<file path="src/sv/mlno_pkg.sv">
// mlno_pkg: shared types, constants and helpers of the legato note processor
// used by mlno_ctrl, mlno_dp and midi_legato_note_overlap_core; depends on nothing
`default_nettype none

package mlno_pkg;

   localparam int QUEUE_DEPTH = 32;
   localparam int PTR_W       = $clog2(QUEUE_DEPTH);

   localparam int NOTE_W  = 7;
   localparam int VEL_W   = 7;
   localparam int TIME_W  = 16;
   localparam int CLOCK_W = 32;
   localparam int CSR_W   = 16;
   localparam int ADDR_W  = 2;
   localparam int OP_W    = 2;

   localparam logic [OP_W-1:0] OP_NOTE  = 2'd0;
   localparam logic [OP_W-1:0] OP_TICK  = 2'd1;
   localparam logic [OP_W-1:0] OP_FLUSH = 2'd2;
   localparam logic [OP_W-1:0] OP_CUT   = 2'd3;

   localparam logic [ADDR_W-1:0] CSR_DEFAULT_VELOCITY = 2'd0;
   localparam logic [ADDR_W-1:0] CSR_NOTE_DURATION    = 2'd1;
   localparam logic [ADDR_W-1:0] CSR_OVERLAP_TIME     = 2'd2;

   localparam logic [VEL_W-1:0]  RESET_VELOCITY = 7'd64;
   localparam logic [TIME_W-1:0] RESET_DURATION = 16'd1000;

   // commands from the controller to the datapath
   typedef struct packed {
      logic load;             // latch note and velocity of an accepted word
      logic rd_scan;          // memory read address: scan pointer, else oldest
      logic release_oldest;   // drop oldest entry, note-off unless cancelled
      logic release_sounding; // immediate note-off of the sounding note
      logic insert;           // push sounding note into the ring
      logic scan_init;        // scan pointer from oldest
      logic scan_next;
      logic cancel;           // clear pitch at the scan pointer
      logic cancel_emit;      // and send the note-off of the new pitch
      logic note_on;
      logic cut;              // cut the sounding note
      logic stop;             // clear sounding note and countdown regardless
      logic tick;
      logic dur;              // run the duration countdown
      logic finish;           // flush the held word out as the last one
   } ctrl_cmd_type;

   // status from the datapath to the controller
   typedef struct packed {
      logic emit_ok;
      logic sounding_nz;
      logic note_nz;
      logic vel_zero;
      logic note_is_sounding;
      logic overlap_nz;
      logic full;
      logic empty;
      logic scan_end;
      logic pitch_match;
      logic expired;
      logic hold_valid;
   } dp_status_type;

   function automatic logic [PTR_W-1:0] ring_next(input logic [PTR_W-1:0] p);
      if (p == PTR_W'(QUEUE_DEPTH - 1)) begin
         return '0;
      end
      return p + 1'b1;
   endfunction

endpackage

`default_nettype wire

</file>
<file path="src/sv/mlno_ctrl.sv">
// mlno_ctrl: sequencer of the legato note processor, one word at a time
// depends on mlno_pkg; drives mlno_dp through ctrl_cmd_type, reads dp_status_type
`default_nettype none

module mlno_ctrl (
   input  wire                         clock,
   input  wire                         reset,
   input  wire                         req_tvalid,
   output logic                        req_tready,
   input  wire  [mlno_pkg::OP_W-1:0]   req_op,
   input  mlno_pkg::dp_status_type     st,
   output mlno_pkg::ctrl_cmd_type      cmd
);
   import mlno_pkg::*;

   localparam logic [4:0] S_IDLE      = 5'd0;
   localparam logic [4:0] S_NOTE      = 5'd1;
   localparam logic [4:0] S_FULL_RD   = 5'd2;
   localparam logic [4:0] S_FULL_REL  = 5'd3;
   localparam logic [4:0] S_INSERT    = 5'd4;
   localparam logic [4:0] S_REL_SOUND = 5'd5;
   localparam logic [4:0] S_SCAN_INIT = 5'd6;
   localparam logic [4:0] S_SCAN_RD   = 5'd7;
   localparam logic [4:0] S_SCAN_CHK  = 5'd8;
   localparam logic [4:0] S_NOTE_ON   = 5'd9;
   localparam logic [4:0] S_CUT       = 5'd10;
   localparam logic [4:0] S_TICK      = 5'd11;
   localparam logic [4:0] S_TICK_CHK  = 5'd12;
   localparam logic [4:0] S_DUR       = 5'd13;
   localparam logic [4:0] S_FL_RD     = 5'd14;
   localparam logic [4:0] S_FL_REL    = 5'd15;
   localparam logic [4:0] S_FL_CUR    = 5'd16;
   localparam logic [4:0] S_FIN       = 5'd17;

   logic [4:0] state_ff, state_in;
   logic       scan_off_ff, scan_off_in;
   logic       accept_w;

   assign req_tready = (state_ff == S_IDLE);
   assign accept_w   = req_tvalid && req_tready;

   always_comb begin
      state_in    = state_ff;
      scan_off_in = scan_off_ff;
      cmd         = '0;
      case (state_ff)
         S_IDLE: begin
            if (accept_w) begin
               cmd.load = 1'b1;
               case (req_op)
                  OP_NOTE:  state_in = S_NOTE;
                  OP_TICK:  state_in = S_TICK;
                  OP_FLUSH: state_in = S_FL_RD;
                  OP_CUT:   state_in = S_CUT;
                  default:  state_in = S_IDLE;
               endcase
            end
         end
         S_NOTE: begin
            if (st.vel_zero) begin
               scan_off_in = 1'b1;
               if (st.sounding_nz && st.note_is_sounding) begin
                  state_in = S_SCAN_INIT;
               end else begin
                  state_in = S_FIN;
               end
            end else begin
               scan_off_in = 1'b0;
               if (st.sounding_nz) begin
                  if (!st.overlap_nz) begin
                     state_in = S_REL_SOUND;
                  end else if (st.full) begin
                     state_in = S_FULL_RD;
                  end else begin
                     state_in = S_INSERT;
                  end
               end else if (st.note_nz) begin
                  state_in = S_SCAN_INIT;
               end else begin
                  state_in = S_NOTE_ON;
               end
            end
         end
         S_FULL_RD: begin
            state_in = S_FULL_REL;
         end
         S_FULL_REL: begin
            if (st.emit_ok) begin
               cmd.release_oldest = 1'b1;
               state_in           = S_INSERT;
            end
         end
         S_INSERT: begin
            cmd.insert = 1'b1;
            state_in   = st.note_nz ? S_SCAN_INIT : S_NOTE_ON;
         end
         S_REL_SOUND: begin
            if (st.emit_ok) begin
               cmd.release_sounding = 1'b1;
               state_in             = st.note_nz ? S_SCAN_INIT : S_NOTE_ON;
            end
         end
         S_SCAN_INIT: begin
            cmd.scan_init = 1'b1;
            state_in      = S_SCAN_RD;
         end
         S_SCAN_RD: begin
            cmd.rd_scan = 1'b1;
            if (st.scan_end) begin
               state_in = scan_off_ff ? S_CUT : S_NOTE_ON;
            end else begin
               state_in = S_SCAN_CHK;
            end
         end
         S_SCAN_CHK: begin
            if (!st.pitch_match) begin
               cmd.scan_next = 1'b1;
               state_in      = S_SCAN_RD;
            end else if (scan_off_ff) begin
               cmd.cancel = 1'b1;
               state_in   = S_CUT;
            end else if (st.emit_ok) begin
               cmd.cancel      = 1'b1;
               cmd.cancel_emit = 1'b1;
               state_in        = S_NOTE_ON;
            end
         end
         S_NOTE_ON: begin
            if (st.emit_ok) begin
               cmd.note_on = 1'b1;
               state_in    = S_FIN;
            end
         end
         S_CUT: begin
            if (st.emit_ok) begin
               cmd.cut  = 1'b1;
               state_in = S_FIN;
            end
         end
         S_TICK: begin
            cmd.tick = 1'b1;
            state_in = st.empty ? S_DUR : S_TICK_CHK;
         end
         S_TICK_CHK: begin
            if (!st.expired) begin
               state_in = S_DUR;
            end else if (st.emit_ok) begin
               cmd.release_oldest = 1'b1;
               state_in           = S_DUR;
            end
         end
         S_DUR: begin
            if (st.emit_ok) begin
               cmd.dur  = 1'b1;
               state_in = S_FIN;
            end
         end
         S_FL_RD: begin
            state_in = st.empty ? S_FL_CUR : S_FL_REL;
         end
         S_FL_REL: begin
            if (st.emit_ok) begin
               cmd.release_oldest = 1'b1;
               state_in           = S_FL_RD;
            end
         end
         S_FL_CUR: begin
            if (st.emit_ok) begin
               cmd.cut  = 1'b1;
               cmd.stop = 1'b1;
               state_in = S_FIN;
            end
         end
         S_FIN: begin
            if (st.emit_ok) begin
               cmd.finish = 1'b1;
               state_in   = S_IDLE;
            end
         end
         default: begin
            state_in = S_IDLE;
         end
      endcase
   end

   always_ff @(posedge clock) begin
      if (reset) begin
         state_ff    <= S_IDLE;
         scan_off_ff <= 1'b0;
      end else begin
         state_ff    <= state_in;
         scan_off_ff <= scan_off_in;
      end
   end

`ifndef SYNTHESIS
   // the ring never takes an entry while it is full
   a_no_insert_full: assert property (@(posedge clock) disable iff (reset)
      cmd.insert |-> !st.full) else $error("insert into full ring");

   // a word is only taken with nothing left in the hold stage
   a_idle_hold_empty: assert property (@(posedge clock) disable iff (reset)
      accept_w |-> !st.hold_valid) else $error("word accepted with held result");
`endif

endmodule

`default_nettype wire

</file>
<file path="src/sv/mlno_dp.sv">
// mlno_dp: datapath of the legato note processor: settings, ring of pending
// note-offs, sounding note, countdown, hold stage and output register; uses mlno_pkg
`default_nettype none

module mlno_dp (
   input  wire                           clock,
   input  wire                           reset,
   input  wire                           csr_we,
   input  wire  [mlno_pkg::ADDR_W-1:0]   csr_addr,
   input  wire  [mlno_pkg::CSR_W-1:0]    csr_wdata,
   input  wire  [mlno_pkg::NOTE_W-1:0]   req_note,
   input  wire  [mlno_pkg::VEL_W-1:0]    req_velocity,
   input  wire                           req_use_default,
   input  mlno_pkg::ctrl_cmd_type        cmd,
   output mlno_pkg::dp_status_type       st,
   input  wire                           rsp_tready,
   output logic                          rsp_tvalid,
   output logic [mlno_pkg::NOTE_W-1:0]   rsp_note,
   output logic [mlno_pkg::VEL_W-1:0]    rsp_velocity,
   output logic                          rsp_last
);
   import mlno_pkg::*;

   // settings
   logic [VEL_W-1:0]  def_vel_ff;
   logic [TIME_W-1:0] duration_ff;
   logic [TIME_W-1:0] overlap_ff;

   // ring of pending note-offs
   logic [NOTE_W-1:0]  pitch_mem  [QUEUE_DEPTH];
   logic [CLOCK_W-1:0] expiry_mem [QUEUE_DEPTH];
   logic [NOTE_W-1:0]  rd_pitch_ff;
   logic [CLOCK_W-1:0] rd_expiry_ff;
   logic [PTR_W-1:0]   rd_addr_w;

   logic [PTR_W-1:0]   oldest_ff, oldest_in;
   logic [PTR_W-1:0]   insert_ff, insert_in;
   logic [PTR_W-1:0]   scan_ff, scan_in;
   logic [NOTE_W-1:0]  sounding_ff, sounding_in;
   logic [CLOCK_W-1:0] clock_ff, clock_in;
   logic [TIME_W-1:0]  left_ff, left_in;
   logic               running_ff, running_in;

   // latched word
   logic [NOTE_W-1:0] note_ff, note_in;
   logic [VEL_W-1:0]  vel_ff, vel_in;

   // hold stage and output register
   logic              hold_valid_ff, hold_valid_in;
   logic [NOTE_W-1:0] hold_note_ff, hold_note_in;
   logic [VEL_W-1:0]  hold_vel_ff, hold_vel_in;
   logic              out_valid_ff, out_valid_in;
   logic [NOTE_W-1:0] out_note_ff, out_note_in;
   logic [VEL_W-1:0]  out_vel_ff, out_vel_in;
   logic              out_last_ff, out_last_in;

   logic              out_free_w;
   logic              out_push_w;
   logic              emit_w;
   logic [NOTE_W-1:0] emit_note_w;
   logic [VEL_W-1:0]  emit_vel_w;
   logic              sounding_nz_w;
   logic              dur_cut_w;
   logic [CLOCK_W-1:0] age_w;

   assign sounding_nz_w = (sounding_ff != '0);
   assign out_free_w    = !out_valid_ff || rsp_tready;
   assign dur_cut_w     = cmd.dur && running_ff && (left_ff <= TIME_W'(1));
   assign age_w         = clock_ff - rd_expiry_ff;
   assign rd_addr_w     = cmd.rd_scan ? scan_ff : oldest_ff;

   assign st.emit_ok          = !hold_valid_ff || out_free_w;
   assign st.sounding_nz      = sounding_nz_w;
   assign st.note_nz          = (note_ff != '0);
   assign st.vel_zero         = (vel_ff == '0);
   assign st.note_is_sounding = (note_ff == sounding_ff);
   assign st.overlap_nz       = (overlap_ff != '0);
   assign st.full             = (ring_next(insert_ff) == oldest_ff);
   assign st.empty            = (oldest_ff == insert_ff);
   assign st.scan_end         = (scan_ff == insert_ff);
   assign st.pitch_match      = (rd_pitch_ff == note_ff);
   assign st.expired          = !age_w[CLOCK_W-1];
   assign st.hold_valid       = hold_valid_ff;

   // one note-on or note-off per command at most
   always_comb begin
      emit_w      = 1'b0;
      emit_note_w = sounding_ff;
      emit_vel_w  = '0;
      if (cmd.release_oldest && (rd_pitch_ff != '0)) begin
         emit_w      = 1'b1;
         emit_note_w = rd_pitch_ff;
      end
      if (cmd.release_sounding) begin
         emit_w = 1'b1;
      end
      if (cmd.cancel && cmd.cancel_emit) begin
         emit_w      = 1'b1;
         emit_note_w = note_ff;
      end
      if (cmd.note_on) begin
         emit_w      = 1'b1;
         emit_note_w = note_ff;
         emit_vel_w  = vel_ff;
      end
      if ((cmd.cut || dur_cut_w) && sounding_nz_w) begin
         emit_w = 1'b1;
      end
   end

   // held word goes out when a newer one arrives (not last) or at finish (last)
   assign out_push_w = hold_valid_ff && (emit_w || cmd.finish);

   always_comb begin
      hold_valid_in = hold_valid_ff;
      hold_note_in  = hold_note_ff;
      hold_vel_in   = hold_vel_ff;
      if (emit_w) begin
         hold_valid_in = 1'b1;
         hold_note_in  = emit_note_w;
         hold_vel_in   = emit_vel_w;
      end else if (cmd.finish) begin
         hold_valid_in = 1'b0;
      end

      out_valid_in = out_valid_ff;
      out_note_in  = out_note_ff;
      out_vel_in   = out_vel_ff;
      out_last_in  = out_last_ff;
      if (out_push_w) begin
         out_valid_in = 1'b1;
         out_note_in  = hold_note_ff;
         out_vel_in   = hold_vel_ff;
         out_last_in  = cmd.finish;
      end else if (rsp_tready) begin
         out_valid_in = 1'b0;
      end
   end

   always_comb begin
      note_in     = note_ff;
      vel_in      = vel_ff;
      oldest_in   = oldest_ff;
      insert_in   = insert_ff;
      scan_in     = scan_ff;
      sounding_in = sounding_ff;
      clock_in    = clock_ff;
      left_in     = left_ff;
      running_in  = running_ff;
      if (cmd.load) begin
         note_in = req_note;
         vel_in  = req_use_default ? def_vel_ff : req_velocity;
      end
      if (cmd.release_oldest) begin
         oldest_in = ring_next(oldest_ff);
      end
      if (cmd.insert) begin
         insert_in = ring_next(insert_ff);
      end
      if (cmd.scan_init) begin
         scan_in = oldest_ff;
      end else if (cmd.scan_next) begin
         scan_in = ring_next(scan_ff);
      end
      if (cmd.note_on) begin
         sounding_in = note_ff;
         left_in     = duration_ff;
         running_in  = 1'b1;
      end
      if ((cmd.cut && sounding_nz_w) || cmd.stop) begin
         sounding_in = '0;
         running_in  = 1'b0;
      end
      if (cmd.tick) begin
         clock_in = clock_ff + 1'b1;
      end
      if (cmd.dur && running_ff) begin
         if (dur_cut_w) begin
            left_in     = '0;
            sounding_in = '0;
            running_in  = 1'b0;
         end else begin
            left_in = left_ff - 1'b1;
         end
      end
   end

   always_ff @(posedge clock) begin
      if (reset) begin
         def_vel_ff    <= RESET_VELOCITY;
         duration_ff   <= RESET_DURATION;
         overlap_ff    <= '0;
         oldest_ff     <= '0;
         insert_ff     <= '0;
         sounding_ff   <= '0;
         clock_ff      <= '0;
         left_ff       <= '0;
         running_ff    <= 1'b0;
         hold_valid_ff <= 1'b0;
         out_valid_ff  <= 1'b0;
      end else begin
         if (csr_we) begin
            case (csr_addr)
               CSR_DEFAULT_VELOCITY: def_vel_ff  <= csr_wdata[VEL_W-1:0];
               CSR_NOTE_DURATION:    duration_ff <= csr_wdata[TIME_W-1:0];
               CSR_OVERLAP_TIME:     overlap_ff  <= csr_wdata[TIME_W-1:0];
               default: begin
               end
            endcase
         end
         oldest_ff     <= oldest_in;
         insert_ff     <= insert_in;
         sounding_ff   <= sounding_in;
         clock_ff      <= clock_in;
         left_ff       <= left_in;
         running_ff    <= running_in;
         hold_valid_ff <= hold_valid_in;
         out_valid_ff  <= out_valid_in;
      end
   end

   always_ff @(posedge clock) begin
      note_ff      <= note_in;
      vel_ff       <= vel_in;
      scan_ff      <= scan_in;
      hold_note_ff <= hold_note_in;
      hold_vel_ff  <= hold_vel_in;
      out_note_ff  <= out_note_in;
      out_vel_ff   <= out_vel_in;
      out_last_ff  <= out_last_in;
   end

   // pending note-off memory, registered read
   always_ff @(posedge clock) begin
      if (cmd.insert) begin
         pitch_mem[insert_ff]  <= sounding_ff;
         expiry_mem[insert_ff] <= clock_ff + CLOCK_W'(overlap_ff);
      end else if (cmd.cancel) begin
         pitch_mem[scan_ff] <= '0;
      end
      rd_pitch_ff  <= pitch_mem[rd_addr_w];
      rd_expiry_ff <= expiry_mem[rd_addr_w];
   end

   assign rsp_tvalid   = out_valid_ff;
   assign rsp_note     = out_note_ff;
   assign rsp_velocity = out_vel_ff;
   assign rsp_last     = out_last_ff;

`ifndef SYNTHESIS
   // the hold stage never spills into a busy output register
   a_push_free: assert property (@(posedge clock) disable iff (reset)
      out_push_w |-> out_free_w) else $error("result overwritten in output register");

   // a note-on leaves its pitch sounding with the countdown running
   a_note_on: assert property (@(posedge clock) disable iff (reset)
      cmd.note_on |=> (sounding_ff == $past(note_ff)) && running_ff)
      else $error("note-on did not take effect");

   // an insert always leaves a non-empty ring
   a_insert_nonempty: assert property (@(posedge clock) disable iff (reset)
      cmd.insert |=> (oldest_ff != insert_ff)) else $error("ring empty after insert");

   // finishing empties the hold stage
   a_finish_clears: assert property (@(posedge clock) disable iff (reset)
      cmd.finish |=> !hold_valid_ff) else $error("hold stage not empty after finish");
`endif

endmodule

`default_nettype wire

</file>
<file path="src/sv/midi_legato_note_overlap_core.sv">
// midi_legato_note_overlap_core: top level of the legato note processor
// instantiates mlno_ctrl and mlno_dp; uses mlno_pkg
//
// req channel: one word per event; req_tuser carries op (note event, tick,
// flush, cut) and the use-default-velocity flag, req_tdata note and velocity.
// rsp channel: note-on / note-off words; rsp_tlast marks the final word an
// event produces. An event that produces nothing gives no rsp word at all.
// csr port: plain writes of default velocity, note duration and overlap time,
// to be made only while the block is idle; the block itself does not enforce it.
// Events are handled one at a time by the sequencer. A note event may release
// the sounding note or insert it into the ring (releasing the oldest entry
// first when the ring is full) and may search the pending entries for its pitch;
// a tick releases the oldest entry once it has expired, and a flush releases
// every queued entry. The ring holds at most 31 pending entries, and an event
// that searches or flushes it takes longer the more entries are pending, since
// the pending-note memory has a single read port, visited one entry per step.
// Results leave through a hold stage and an output register, so the next
// event is taken while the final word of the previous one waits on rsp_tready.
// A stalled receiver simply holds the sequencer in place; nothing is dropped.
// Synchronous reset empties the ring, clears the sounding note and clock and
// loads the registers with velocity 64, duration 1000, overlap 0.
`default_nettype none

module midi_legato_note_overlap_core (
   input  wire         clock,
   input  wire         reset,
   input  wire         csr_we,
   input  wire  [1:0]  csr_addr,
   input  wire  [15:0] csr_wdata,
   input  wire         req_tvalid,
   output logic        req_tready,
   input  wire  [15:0] req_tdata,   // [6:0] note, [13:7] velocity, [15:14] zero
   input  wire  [2:0]  req_tuser,   // [1:0] op, [2] use_default_velocity
   output logic        rsp_tvalid,
   input  wire         rsp_tready,
   output logic [15:0] rsp_tdata,   // [6:0] out_note, [13:7] out_velocity, [15:14] zero
   output logic        rsp_tlast
);
   import mlno_pkg::*;

   ctrl_cmd_type      cmd;
   dp_status_type     st;
   logic [NOTE_W-1:0] rsp_note;
   logic [VEL_W-1:0]  rsp_velocity;

   mlno_ctrl u_ctrl (
      .clock      (clock),
      .reset      (reset),
      .req_tvalid (req_tvalid),
      .req_tready (req_tready),
      .req_op     (req_tuser[OP_W-1:0]),
      .st         (st),
      .cmd        (cmd)
   );

   mlno_dp u_dp (
      .clock           (clock),
      .reset           (reset),
      .csr_we          (csr_we),
      .csr_addr        (csr_addr),
      .csr_wdata       (csr_wdata),
      .req_note        (req_tdata[NOTE_W-1:0]),
      .req_velocity    (req_tdata[NOTE_W+VEL_W-1:NOTE_W]),
      .req_use_default (req_tuser[OP_W]),
      .cmd             (cmd),
      .st              (st),
      .rsp_tready      (rsp_tready),
      .rsp_tvalid      (rsp_tvalid),
      .rsp_note        (rsp_note),
      .rsp_velocity    (rsp_velocity),
      .rsp_last        (rsp_tlast)
   );

   assign rsp_tdata = {2'b00, rsp_velocity, rsp_note};

endmodule

`default_nettype wire
</file>
<file path="config.mk">
export PLATFORM = sky130hd
export DESIGN_NAME = midi_legato_note_overlap_core
export DESIGN_NICKNAME = d
export VERILOG_FILES = /design/src/sv/mlno_pkg.sv /design/src/sv/mlno_ctrl.sv /design/src/sv/mlno_dp.sv /design/src/sv/midi_legato_note_overlap_core.sv
export SDC_FILE = /design/constraint.sdc
export NUM_CORES = 2
export LEC_CHECK = 0
export ABC_AREA = 1
export BUFFER_PORTS_ARGS = -buffer_cell sky130_fd_sc_hd__buf_2
export CAP_MARGIN = 20
export CORE_UTILIZATION = 35
export DETAILED_ROUTE_END_ITERATION = 8
export HOLD_SLACK_MARGIN = 0.05
export SLEW_MARGIN = 20
export SYNTH_ARGS = -nofsm -noshare
export SYNTH_HDL_FRONTEND = slang
export SYNTH_SLANG_ARGS = --single-unit
export TNS_END_PERCENT = 1
</file>
<file path="constraint.sdc">
create_clock -name clock -period 6.2 [get_ports clock]
set_input_delay 0.62 -clock clock [delete_from_list [all_inputs] [get_ports clock]]
set_output_delay 0.62 -clock clock [all_outputs]
set_load 0.02 [all_outputs]
</file>
Word level (Yosys, flattened, before mapping):

Memories as Yosys holds them, arrays and structs flattened. A register that Yosys moved wholly into a read port is not among the register bits.
Cells that the tools add are included.

* flip-flop bits (word level): 161
* RAM bits: 1248
* output and inout bits: 19
* logic and storage cells: 198
* memories: 2

Memories
* u_dp.expiry_mem: words 32, width 32, read ports 1, clocked after memory_dff 1, wr ports 1, RTL line mlno_dp.sv:31 `logic [CLOCK_W-1:0] expiry_mem [QUEUE_DEPTH];`
* u_dp.pitch_mem: words 32, width 7, read ports 1, clocked after memory_dff 1, wr ports 1, RTL line mlno_dp.sv:30 `logic [NOTE_W-1:0] pitch_mem [QUEUE_DEPTH];`

* add/subtract/negate cells: 7
* magnitude comparators: 1
* equal/unequal tests: 38
* multiplexer cells: 94
* reductions and logical operators: 35

Operators with widths (number)
* $mux W5: 28
* $pmux W5 S15: 1
* $mux W7: 9
* $mux W16: 3
* $mux W1: 44
* $eq A5 B4 Y1 const B: 8
* $add A32 B1 Y32 const B: 1
* $add A32 B16 Y32: 1
* $sub A32 B32 Y32: 1
* $eq A5 B5 Y1 const B: 5
* $reduce_bool A7 Y1: 3
* $eq A5 B3 Y1 const B: 4
* $pmux W5 S4: 1
* $le A16 B1 Y1 const B: 1
* $reduce_bool A16 Y1: 1
* $sub A16 B1 Y16 const B: 1
* $add A5 B1 Y5 const B: 3
* $eq A5 B5 Y1: 3
* $eq A7 B7 Y1: 2
* $eq A5 B2 Y1 const B: 2
* $ne A2 B2 Y1 const B: 5
* $logic_and A1 B1 Y1: 9
* $reduce_and A8 Y1: 1
* $reduce_bool A2 Y1: 4
* 19 further kinds: 34

Longest topological paths before layout:

* word-level depth: 15
* depth in mapped cells: 20
* depth with buffers taken out: 20

Modules after synthesis:

Synthesis repeated with hierarchy kept, for this count alone.

* cell total of the unflattened synthesis: 6894
* area, all modules: 65871.9 µm²

Modules (own cells, without submodules)
* mlno_dp: instances 1, cells an instance 6728, area an instance 65026.1 µm²
* mlno_ctrl: instances 1, cells an instance 163, area an instance 827.0 µm²
* midi_legato_note_overlap_core: instances 1, cells an instance 3, area an instance 18.8 µm²

Worst setup path after synthesis:

No wires, ideal clock.

* path type: reg2reg
* start point: register u_ctrl.state_ff[4]
* end point: memory u_dp.expiry_mem[31][0], enable pin
* setup time: 502 ps
* data arrival time: 4136 ps
* path slack: 1563 ps
* stages on the path, launching flop included: 6
* buffers on the path: 0
* period minus slack after synthesis: 4637 ps
* cell sequence: dfxtp_1 inv_2 nand3_2 nor2_1 inv_1 nor4_1

* word-level cells in the longest chain between the ends: 4

RTL lines
* from (decl): RTL line mlno_ctrl.sv:35 `logic [4:0] state_ff, state_in;`
* from (signal assigned): RTL line mlno_ctrl.sv:191 `state_ff <= state_in;`
* $eq A5 B3 Y1: RTL line mlno_ctrl.sv:46 `case (state_ff)`
* $mux W1: RTL line mlno_ctrl.sv:46
* $mux W1: RTL line mlno_dp.sv:235 `if (cmd.insert) begin`
* $mux W1 (implied by the code): RTL line mlno_dp.sv:237 `expiry_mem[insert_ff] <= clock_ff + CLOCK_W'(overlap_ff);`
* to (decl): RTL line mlno_dp.sv:31

Every way passes these cells.

Worst setup path in the final report:

* start point: register u_dp.clock_ff[0]
* end point: memory u_dp.expiry_mem[28][28], data pin

* word-level cells in the longest chain between the ends: 1

RTL lines
* from (decl): RTL line mlno_dp.sv:40 `logic [CLOCK_W-1:0] clock_ff, clock_in;`
* from (signal assigned): RTL line mlno_dp.sv:214 `clock_ff <= clock_in;`
* $add A32 B16 Y32: RTL line mlno_dp.sv:237

Every way passes these cells.

==> metrics.cfg <==
[critical_path]
cp_data_arrival_time_ns=5.27
worstSetupEndpoint=u_dp.expiry_mem[28][28]
critical_path.max_fanout=32
cp.required_ns=6.68
crit_type=register to register
regToRegStartpoint=u_dp.clock_ff[0]
startpoint=u_dp.clock_ff[0]
reg2reg_depth=13
r2r-end=u_dp.expiry_mem[28][28]
endpoint_kind=register
r2r_setup_slack_ns=1.41
critPathLaunchType=register

[floorplanning]
initial_core_util_pct=35.36
die_area_mm2=0.1712
coreArea_mm2=0.1678
io_pins=61
rows=150
die_h_um=413.7
die_w_um=413.7

[drt]
dr.pass1.iters=6
vias_per_cell=5.542
drtIter0Drc=4548
wl_per_cell_um=22.86
postRouteAntennaNets=0
vias=39845
wl_um=164300
drc=0

[logic_synthesis]
yosys_register_bits=1448
synth_edf_count=1296
yosys_warnings=0
yosysMostFrequentCell=edfxtp_1
synth_common_cells=1,296 x edfxtp_1, 898 x nor2_1, 603 x o21ai_0
yosys.area.top_type=edfxtp_1
synth.area.top_cells=edfxtp_1 66%, nor2_1 5.7%, dfxtp_1 5.1%
yosysSeqAreaShare_pct=70.73
ys_types=51
syn_area_per_cell_um2=12.26
synth.top_cell.area_share_pct=65.60
synth-async-reset-ratio_pct=0
syn_area_mm2=0.05933
synthCells=4839
ys.flop_type=edfxtp_1

[global_routing]
grt.overflow.total=0
grt_pass1_vias=37371
grt_pass1_wl_um=240500
grt.total_usage_pct=18.79
antenna_found_initial=6
grt_max_degree=223

[clock_network]
clk_path_buf_depth=3
path_clk_slew_ns=0.06
clock_latency_ns=0.81
cts.sinks=1448
cts_root_buf=clkbuf_16
htree_levels=4
cts_tree=done
cts_made_buffers=152

[placed_design]
dpl_cell_area_mm2=0.06236
place_congestion=0.8540
hpwl_um=87780
io_buffers=56

[pwr]
p_int_uw=17450
pwr-share-comb_pct=17.2
p_leak_uw=0.02232
pwr-share-clk_pct=36.8
p_seq_share_pct=46.0
p_total_uw=24520
p_sw_uw=7065
ir_drop_uv=331.5
swShare_pct=28.81
p_per_area_mw_per_mm2=362.9

[sta]
min_period_ns=4.794
slew_violations=0
setup_viol=0
rsz0062_at_grt=no
clock_skew_ns=0.04541
final_hold_viol_count=0
relSlewSlack_pct=23.13
fmax_mhz=208.6
period_share_pct=77.32
worstMarginPinSlew_ns=1.153
setup_tns_ns=0

[status]
status=finished, final reports clean

[finish]
nets=4961
syn_to_final_growth_pct=13.89
final_area_mm2=0.06757
layout-drive-gt1-share_pct=8.949

[hold_path]
hold_path.class=input port to register

[run]
drv_cap=0

==> cells in the final DEF (no fill, tap or decap), drive strengths merged, types with 10 or more instances in the layout <==
master,count
ha,58
buf,146
o21ai,737
dlygate4sd3,14
xnor2,20
clkbuf,207
nand2,250
nor3,34
nand3,288
bufinv,10
xor2,44
nand4,19
dfxtp,152
a21oi,90
nor4,12
edfxtp,1296
o22ai,12
nor2,899
inv,230
and2,39
o221ai,312
clkinv,53
==> layout make-up <==
| type | instances | area, um^2 |
|---|---|---|
| tap | 2204 | 2758 |
| clock buffer | 207 | 4195 |
| timing repair buffer | 160 | 1309 |
| antenna | 1 | 2.502 |
| sequential | 1448 | 41960 |
| multi-input combinational | 2872 | 15740 |
| clock inverter | 71 | 733.2 |
| inverter | 226 | 870.8 |
| fill | 15576 | 100200 |
==> cells by family (layout without fill, tap and decap cells) <==
kind of cell | after synthesis | after routing | share of synthesized area (%)
compound gates | 1190 | 1190 | 12.24
mux | 7 | 7 | 0.1329
fa+ha+maj | 59 | 59 | 1.257
buf+inv | 520 | 664 | 3.819
simple gates | 1550 | 1550 | 10.87
flops | 1448 | 1448 | 70.73
xor+xnor | 64 | 64 | 0.9448
other cells | 1 | 3 | 0.006321
==> through the flow <==
| stage | cells | worst slack, ns | hold WS [ns] | utilization, % |
|---|---|---|---|---|
| global placement | 6888 | 1.678 | 0.4034 | 37.05 |
| global route | 7189 | 1.159 | 0.1007 | 40.27 |
| detailed placement | 6895 | 1.422 | 0.4052 | 37.17 |
| floorplan | 4840 | 1.563 | 0.4003 | - |
| finish | 7189 | 1.406 | 0.1210 | 40.27 |
| CTS | 7187 | 1.384 | 0.05122 | 40.19 |
==> worst max-delay path, cell delays in order (launching register included) <==
cell and delay (ns):
dfxtp_1 0.41, ha_1 0.19, inv_1 0.06, fa_1 0.42, nand3b_1 0.20, nand2_1 0.19, a21oi_1 0.20, o21ai_0 0.66
nand3_1 0.16, nand2_1 0.26, inv_1 0.14, nor3_1 0.65, nand2_1 0.27, xor2_4 0.64
==> layer usage <==
metal	vias up	part of all wire, %	global-route usage (%)
li1	17889	-	-
met1	19917	43	25.92
met2	1777	46	30.09
met3	260	8.4	3.266
met4	2	2.5	5.876
met5	-	0.012	0
==> worst min path at each step <==
stage                          from                   end  slack [ns]  cells after the start
4_1_cts                req_tdata[7]        u_dp.vel_ff[0]        0.05                      2
3_3_place_gp   u_dp.hold_note_ff[6]      u_dp.rsp_note[6]        0.40                      0
2_1_floorplan  u_dp.hold_note_ff[0]      u_dp.rsp_note[0]        0.40                      0
6_report               req_tdata[7]        u_dp.vel_ff[0]        0.12                      2
5_1_grt                req_tdata[7]        u_dp.vel_ff[0]        0.10                      2
3_5_place_dp    u_dp.hold_vel_ff[4]  u_dp.rsp_velocity[4]        0.41                      0
==> power by group through the flow <==
stage | clock, uW | sequential, uW | combinational, uW
floorplan | 0 | 11400 | 2980
global placement | 0 | 11500 | 4060
detailed placement | 0 | 11500 | 4160
CTS | 9130 | 11300 | 4180
global route | 9490 | 11300 | 4660
finish | 9020 | 11300 | 4220
==> repair_timing <==
action                                 in CTS  in global routing
resized for setup                           0                  0
hold buffers                               14                  0
setup buffers                               0                  0
endpoints found under the hold margin      16                  0
==> registers in the layout (all words and copies together) (netlist names), 7 cells and up <==
| register | cells |
|---|---|
| u_dp.clock_ff | 32 |
| u_dp.overlap_ff | 16 |
| u_dp.expiry_mem | 1024 |
| u_dp.vel_ff | 7 |
| u_dp.note_ff | 7 |
| u_dp.def_vel_ff | 7 |
| u_dp.rd_pitch_ff | 7 |
| u_dp.rd_expiry_ff | 32 |
| u_dp.duration_ff | 16 |
| u_dp.rsp_velocity | 7 |
| u_dp.pitch_mem | 224 |
| u_dp.rsp_note | 7 |
| u_dp.sounding_ff | 7 |
| u_dp.left_ff | 16 |
| u_dp.hold_vel_ff | 7 |
| u_dp.hold_note_ff | 7 |
Power figures use the tool's default switching activity.
